**src/hw/rtl/mbtlpm_pkg.sv**
```systemverilog
`timescale 1ns / 1ps
// ----------------------------------------------------------------------------
// mbtlpm_pkg
// shared types, codes and helpers of the stride-4 trie lookup engine
// ----------------------------------------------------------------------------

package mbtlpm_pkg;

    // default sizing of the node stores
    localparam int DEF_NODE_CAPACITY = 4096;
    localparam int DEF_HOP_WIDTH     = 16;

    // trie geometry
    localparam int STRIDE_FANOUT = 16;
    localparam int NIB_W         = 4;
    localparam int LEVEL_W       = 4;
    localparam int ADDR_W        = 32;
    localparam int LEN_W         = 6;
    localparam int OUT_HOP_W     = 16;
    localparam int OUT_CNT_W     = 13;
    localparam logic [LEN_W-1:0] MAX_PREFIX = 6'd32;

    // item kind on the input side
    localparam logic MODE_INSERT = 1'b0;
    localparam logic MODE_LOOKUP = 1'b1;

    // result status codes
    localparam logic STATUS_OK   = 1'b0;
    localparam logic STATUS_FULL = 1'b1;

    typedef enum logic [1:0] {
        ST_CLEAR,
        ST_IDLE,
        ST_WALK,
        ST_DONE
    } seq_state_t;

    // control of the node stores for one cycle
    typedef struct packed {
        logic clear;
        logic rd_en;
        logic hop_we;
        logic link_we;
    } mem_ctl_t;

    // one finished result word
    typedef struct packed {
        logic [OUT_CNT_W-1:0] nodes_in_use;
        logic                 status;
        logic [OUT_HOP_W-1:0] match_hop;
    } result_t;

    // nibble of the address at a trie level, most significant first
    function automatic logic [NIB_W-1:0] nibble_at(logic [ADDR_W-1:0] a, logic [2:0] lv);
        logic [4:0] base;
        base = {~lv, 2'b00};
        return a[base +: NIB_W];
    endfunction

    // number of levels walked for a prefix length, clamped at 32 bits
    function automatic logic [LEVEL_W-1:0] levels_for(logic [LEN_W-1:0] len);
        logic [LEN_W-1:0] len_c;
        logic [LEN_W:0]   sum;
        len_c = (len > MAX_PREFIX) ? MAX_PREFIX : len;
        sum   = {1'b0, len_c} + 7'd3;
        return sum[LEN_W-1:2];
    endfunction

endpackage

```
**src/hw/rtl/mbtlpm_seq.sv**
```systemverilog
`timescale 1ns / 1ps
// ----------------------------------------------------------------------------
// mbtlpm_seq
// walk sequencer: one trie level per cycle through the node store read port
// ----------------------------------------------------------------------------

module mbtlpm_seq
    import mbtlpm_pkg::*;
#(
    parameter int NODE_CAPACITY = DEF_NODE_CAPACITY,
    parameter int HOP_WIDTH     = DEF_HOP_WIDTH,
    localparam int NODE_W       = $clog2(NODE_CAPACITY),
    localparam int CNT_W        = $clog2(NODE_CAPACITY + 1)
)
(
    input  logic                                  clk,
    input  logic                                  rst_n,
    input  logic                                  in_valid,
    output logic                                  in_ready,
    input  logic                                  in_mode,
    input  logic [ADDR_W-1:0]                     in_addr,
    input  logic [LEN_W-1:0]                      in_len,
    input  logic [OUT_HOP_W-1:0]                  in_hop,
    output logic                                  res_valid,
    input  logic                                  res_ready,
    output result_t                               res,
    output mem_ctl_t                              mem_ctl,
    output logic [NODE_W-1:0]                     rd_node,
    output logic [NODE_W-1:0]                     wr_node,
    output logic [NIB_W-1:0]                      wr_nib,
    output logic [NODE_W-1:0]                     wr_link,
    output logic [HOP_WIDTH-1:0]                  wr_hop,
    input  logic [HOP_WIDTH-1:0]                  hop_q,
    input  logic [STRIDE_FANOUT-1:0][NODE_W-1:0]  row_q
);

    seq_state_t             state_reg, state_next;
    logic [NODE_W-1:0]      clr_reg;
    logic [CNT_W-1:0]       count_reg;
    logic [NODE_W-1:0]      node_reg;
    logic [LEVEL_W-1:0]     lv_reg;
    logic [LEVEL_W-1:0]     levels_reg;
    logic [ADDR_W-1:0]      addr_reg;
    logic                   mode_reg;
    logic [HOP_WIDTH-1:0]   hopin_reg;
    logic [HOP_WIDTH-1:0]   acc_reg;
    logic                   status_reg;

    logic [NIB_W-1:0]       nib;
    logic [NODE_W-1:0]      link;
    logic                   link_zero;
    logic                   at_end;
    logic                   full;
    logic                   walk_done;
    logic [NODE_W-1:0]      next_node;
    logic                   accept;
    logic [31:0]            hop_ext;
    logic [31:0]            acc_ext;
    logic [31:0]            cnt_ext;

    // decisions of the current level
    always_comb
    begin
        nib       = nibble_at(addr_reg, lv_reg[2:0]);
        link      = row_q[nib];
        link_zero = (link == '0);
        at_end    = (lv_reg == levels_reg);
        full      = (count_reg >= CNT_W'(NODE_CAPACITY));
        next_node = link_zero ? count_reg[NODE_W-1:0] : link;
        if (mode_reg == MODE_LOOKUP)
        begin
            walk_done = at_end || link_zero;
        end
        else
        begin
            walk_done = at_end || (link_zero && full);
        end
    end

    assign accept = (state_reg == ST_IDLE) && in_valid;

    // next state
    always_comb
    begin
        state_next = state_reg;
        unique case (state_reg)
            ST_CLEAR:
            begin
                if (clr_reg == NODE_W'(NODE_CAPACITY - 1))
                begin
                    state_next = ST_IDLE;
                end
            end
            ST_IDLE:
            begin
                if (in_valid)
                begin
                    state_next = ST_WALK;
                end
            end
            ST_WALK:
            begin
                if (walk_done)
                begin
                    state_next = ST_DONE;
                end
            end
            ST_DONE:
            begin
                if (res_ready)
                begin
                    state_next = ST_IDLE;
                end
            end
            default:
            begin
                state_next = ST_IDLE;
            end
        endcase
    end

    // outputs
    always_comb
    begin
        in_ready        = 1'b0;
        res_valid       = 1'b0;
        mem_ctl         = '0;
        rd_node         = next_node;
        wr_node         = node_reg;
        unique case (state_reg)
            ST_CLEAR:
            begin
                mem_ctl.clear = 1'b1;
                wr_node       = clr_reg;
            end
            ST_IDLE:
            begin
                in_ready      = 1'b1;
                mem_ctl.rd_en = in_valid;
                rd_node       = '0;
            end
            ST_WALK:
            begin
                mem_ctl.rd_en   = !walk_done;
                mem_ctl.hop_we  = (mode_reg == MODE_INSERT) && at_end;
                mem_ctl.link_we = (mode_reg == MODE_INSERT) && !at_end && link_zero && !full;
            end
            ST_DONE:
            begin
                res_valid = 1'b1;
            end
            default:
            begin
                in_ready = 1'b0;
            end
        endcase
    end

    assign wr_nib  = nib;
    assign wr_link = count_reg[NODE_W-1:0];
    assign wr_hop  = hopin_reg;

    // control registers
    always_ff @(posedge clk or negedge rst_n)
    begin
        if (!rst_n)
        begin
            state_reg <= ST_CLEAR;
            clr_reg   <= '0;
            count_reg <= CNT_W'(1);
        end
        else
        begin
            state_reg <= state_next;
            if (state_reg == ST_CLEAR)
            begin
                clr_reg <= clr_reg + 1'b1;
            end
            if (mem_ctl.link_we)
            begin
                count_reg <= count_reg + 1'b1;
            end
        end
    end

    assign hop_ext = 32'(in_hop);

    // walk datapath
    always_ff @(posedge clk)
    begin
        if (accept)
        begin
            addr_reg   <= in_addr;
            mode_reg   <= in_mode;
            levels_reg <= levels_for(in_len);
            hopin_reg  <= hop_ext[HOP_WIDTH-1:0];
            node_reg   <= '0;
            lv_reg     <= '0;
            acc_reg    <= '0;
            status_reg <= STATUS_OK;
        end
        else if (state_reg == ST_WALK)
        begin
            if ((mode_reg == MODE_LOOKUP) && (hop_q != '0))
            begin
                acc_reg <= hop_q;
            end
            if (!walk_done)
            begin
                node_reg <= next_node;
                lv_reg   <= lv_reg + 1'b1;
            end
            if ((mode_reg == MODE_INSERT) && !at_end && link_zero && full)
            begin
                status_reg <= STATUS_FULL;
            end
        end
    end

    assign acc_ext = 32'(acc_reg);
    assign cnt_ext = 32'(count_reg);

    always_comb
    begin
        res.match_hop    = acc_ext[OUT_HOP_W-1:0];
        res.status       = status_reg;
        res.nodes_in_use = cnt_ext[OUT_CNT_W-1:0];
    end

endmodule

```
**config.mk**
```make
export PLATFORM = sky130hd
export DESIGN_NAME = mbtlpm_seq
export DESIGN_NICKNAME = d
export VERILOG_FILES = /design/src/hw/rtl/mbtlpm_pkg.sv /design/src/hw/rtl/mbtlpm_seq.sv
export SDC_FILE = /design/constraint.sdc
export NUM_CORES = 1
export LEC_CHECK = 0
export BUFFER_PORTS_ARGS = -buffer_cell sky130_fd_sc_hd__buf_4
export CORE_AREA = 2 2 139 141
export DETAILED_ROUTE_END_ITERATION = 12
export DIE_AREA = 0 0 141 143
export GPL_TIMING_DRIVEN = 0
export PLACE_DENSITY = 0.69
export SYNTH_ARGS = -nofsm -noshare
export SYNTH_HDL_FRONTEND = slang
export SYNTH_SLANG_ARGS = --single-unit
```
**constraint.sdc**
```tcl
create_clock -name clk -period 3.8 [get_ports clk]
set_input_delay 0.19 -clock clk [delete_from_list [all_inputs] [get_ports clk]]
set_output_delay 0.19 -clock clk [all_outputs]
set_load 0.03 [all_outputs]
```
==> out/qor.yml <==
synth:
  synth-seq-area-share: 0.425
  synth-main-ff-cell: "edfxtp_1"
  synth_top_area_frac: 0.231
  synth_edf_count: 53
  ys_top_cells_by_area: "edfxtp_1 (23%), dfxtp_1 (9.6%), dfrtp_1 (9.4%), mux4_2 (8.2%), mux4_1 (5.7%)"
  async_flop_share: 0.239
  ys_warn_count: 0
  syn_inst: 586
  ys_types: 58
  syn_area_per_cell_um2: 11.8
  synth_nets: 862
  syn_area_um2: 6890
  ys_seq_elements: 113
  yosysTopAreaCell: "edfxtp_1"
layout:
  n_antenna_cell: 0
  drive_above_1_share: 0.562
  largest_register_ffs: 32
  nFillCells: 1461
  area_growth_pct: 71.2
  utilization: 0.634
  nNetsFinal: 1336
placement:
  dpl_worst_slack_ns: -0.792
  dp_hpwl_mm: 19.3
  io_buffers: 358
  gp_congestion: 0.924
critical_path:
  cp-start-kind: "flop"
  critPathMaxStageDelay_ns: 0.50
  critPathTopFamily: "simple AND/OR/NAND/NOR gates"
  r2r_slack_ns: 0.11
  crit_required_ns: 3.61
  cp-endpoint: "rd_node[4]"
  r2r-start: "lv_reg[0]$_SDFFE_PP0N_"
  crit_top_cell: "buf_6"
  crit_type: "reg -> out"
  crit_slowest_cell: "mux4_2"
  cp.depth: 15
  r2r-end: "node_reg[1]$_SDFFE_PP0N_"
  cp-startpoint: "lv_reg[0]$_SDFFE_PP0N_"
  cp-end-kind: "output pin"
  r2r_cells: 15
  critPathBufInv: 5
  cp_max_fo: 7
  crit_chain: "buf_12 -> mux4_2 -> buf_4 -> nand2b_1 -> o21ai_4 -> o211a_1 -> nor4_1 -> mux2_4 -> nor4_4 -> and3_1 -> buf_6 -> buf_8 -> a21oi_1 -> nor2_2 -> buf_6"
  arrival_ns: 3.82
detailed_routing:
  antenna_left: 0
  drt-initial-drc-count: 338
  vias_per_cell: 5.31
  dr.pass1.iters: 5
  drt-total-wl_mm: 26.5
  post_drt_wl_per_cell_um: 20.3
  routed-via-count: 6946
  drc: 0
sta:
  finalCriticalPeriod_ns: 4.01
  hold_slack_ns: 0.0292
  worst_pin_slew_ns: 0.824
  fmax_ghz: 0.249
  hold_viol_final: 0
  clock_skew_ns: 0.0178
  grt_setup_unrepaired: "yes"
  slew_headroom: 0.451
  finalSetupViolations: 14
  slew_viol_final: 0
  fin_crit_sh: 1.06
  layout_setup_ws_ns: -0.210
floorplan:
  die-area_um2: 20200
  initial_core_util: 0.371
  core_um2: 18600
  die_y_um: 143
  die_x_um: 141
  row_count: 50
  io-pin-count: 359
global_route:
  busiest_layer: "met2"
  grt_pass1_wl_mm: 39.4
  overflow: 0
  track_usage: 0.256
  use_met1: 0.328
  grt_util_met2: 0.421
  antenna_found_initial: 1
  grt_max_degree: 63
  use_met3: 0.0671
  grt_pass1_vias: 7168
cts:
  clock_latency_ns: 0.42
  htreeDepth: 4
  cts_tree: "built"
  root_buffer: "clkbuf_16"
  clk_pin_slew_ns: 0.06
  cts_buffers: 17
  cts_max_path_buffers: 2
  numClockSinks: 113
power:
  p_leak_uw: 0.00542
  power_density_nw_per_um2: 855
  peakVddDrop_v: 0.000518
hold_path:
  hold_path.class: "in -> reg"
status:
  status: "finished, violations left"
  failed_checks: "setup timing"
run:
  cap_violations: 0
==> Yosys cell counts (7+ instances only) <==
library cell and count:
a21oi_1 14, a22oi_1 18, and3_1 8, buf_2 7, buf_4 17, buf_6 8
clkbuf_1 14, dfrtp_1 26, dfxtp_1 33, edfxtp_1 53, ha_1 9, inv_1 34
mux2_2 19, mux2i_1 27, mux4_1 15, mux4_2 25, nand2_1 28, nand3_1 33
nand4_1 10, nor2_1 41, nor4_1 12, o211a_1 23, o22a_1 10, xnor2_1 24
==> cell usage in the layout, fill, tap and decap left out, types with 5 or more instances in the layout <==
cell type	Yosys	routed
nand2_2	0	8
mux2_4	0	6
nand2b_1	6	6
o211a_1	23	23
mux2i_1	27	26
clkbuf_2	0	5
inv_1	34	34
and3_1	8	8
a22oi_2	1	16
buf_6	8	23
o22a_1	10	10
o221a_1	6	6
nor4_1	12	9
dfxtp_1	33	31
nor2_1	41	29
mux4_2	25	35
mux4_1	15	5
o221a_2	6	6
nand4_1	10	10
xnor2_1	24	24
nand2_1	28	20
edfxtp_1	53	53
mux2_2	19	14
buf_4	17	402
nor3_1	5	5
dfrtp_1	26	26
ha_1	9	9
a21oi_1	14	5
clkbuf_16	0	19
nor2_2	0	12
dlygate4sd3_1	0	50
nand3_1	33	33
a21oi_2	0	6
clkbuf_1	14	9
==> worst min-delay path by stage <==
stage | start | end | slack, ns | cells after the start
2_1_floorplan | rst_n | clr_reg[0]$_DFFE_PN0P_ | -0.11 | 0
3_3_place_gp | rst_n | clr_reg[8]$_DFFE_PN0P_ | 0.13 | 1
3_5_place_dp | rst_n | clr_reg[6]$_DFFE_PN0P_ | 0.13 | 1
4_1_cts | hop_q[0] | acc_reg[0]$_SDFFE_PP0P_ | 0.01 | 3
5_1_grt | hop_q[13] | acc_reg[13]$_SDFFE_PP0P_ | 0.04 | 3
6_report | hop_q[0] | acc_reg[0]$_SDFFE_PP0P_ | 0.03 | 3
==> cells by family (layout without fill, tap and decap cells) <==
kind of cell             Yosys count  in the layout  synth area share
AND/OR/NAND/NOR                  158            159             0.114
multiplexers                      86             87             0.209
AO/OA/AOI/OAI                    107            107             0.128
adder cells (fa/ha/maj)            9              9            0.0164
flip-flops                       113            113             0.425
XOR/XNOR                          28             28            0.0356
buffers and inverters             85            570            0.0712
==> worst reg2reg max path: cells and delay by family, from the launching register on <==
kind,cells,cell delay [ns]
DFF,1,0.39
buffers and inverters,5,0.70
and+or+nand+nor,4,0.75
AOI/OAI and AO/OA,4,0.95
muxes,2,0.85
==> stage by stage <==
step | power (µW) | TNS (ns) | instance area (µm²) | std cells
finish | 10100 | -2.68 | 11800 | 1307
global route | 10500 | -4.89 | 11800 | 1307
CTS | 9800 | -2.68 | 11600 | 1299
detailed placement | 6990 | -26.59 | 9900 | 1178
global placement | 6980 | -57.72 | 9900 | 1178
floorplan | 5250 | 0 | 6920 | 586
==> layout make-up <==
cell class | instances | area, µm² | area share
multi-input combinational | 390 | 3770 | 0.320
timing repair buffer | 459 | 3710 | 0.314
sequential | 113 | 2930 | 0.249
clock buffer | 18 | 429 | 0.0364
buffer | 45 | 369 | 0.0313
tap | 234 | 293 | 0.0248
clock inverter | 14 | 156 | 0.0133
inverter | 34 | 128 | 0.0108
==> power by group <==
part	leakage, µW	switching [µW]	total [µW]	internal [µW]
clock	0.000274	593	1560	972
sequential	0.00111	179	1790	1610
combinational	0.00403	3570	6720	3150
total	0.00542	4340	10100	5740
==> per-layer routing <==
| layer | vias to the layer above | part of all wire | routed length [µm] |
|---|---|---|---|
| li1 | 3195 | - | - |
| met1 | 3356 | 0.41 | 10800 |
| met2 | 350 | 0.49 | 12900 |
| met3 | 43 | 0.077 | 2050 |
| met4 | 2 | 0.025 | 655 |
| met5 | - | 0.00049 | 13 |
==> timing repair <==
action,CTS,global route
endpoints found under the setup margin,46,34
pin swaps,31,19
setup buffers,43,10
hold endpoints to repair,76,0
hold buffers,50,0
gates cloned,2,3
gates resized for setup,101,23
No activity file was read; power rests on OpenSTA's default activity.
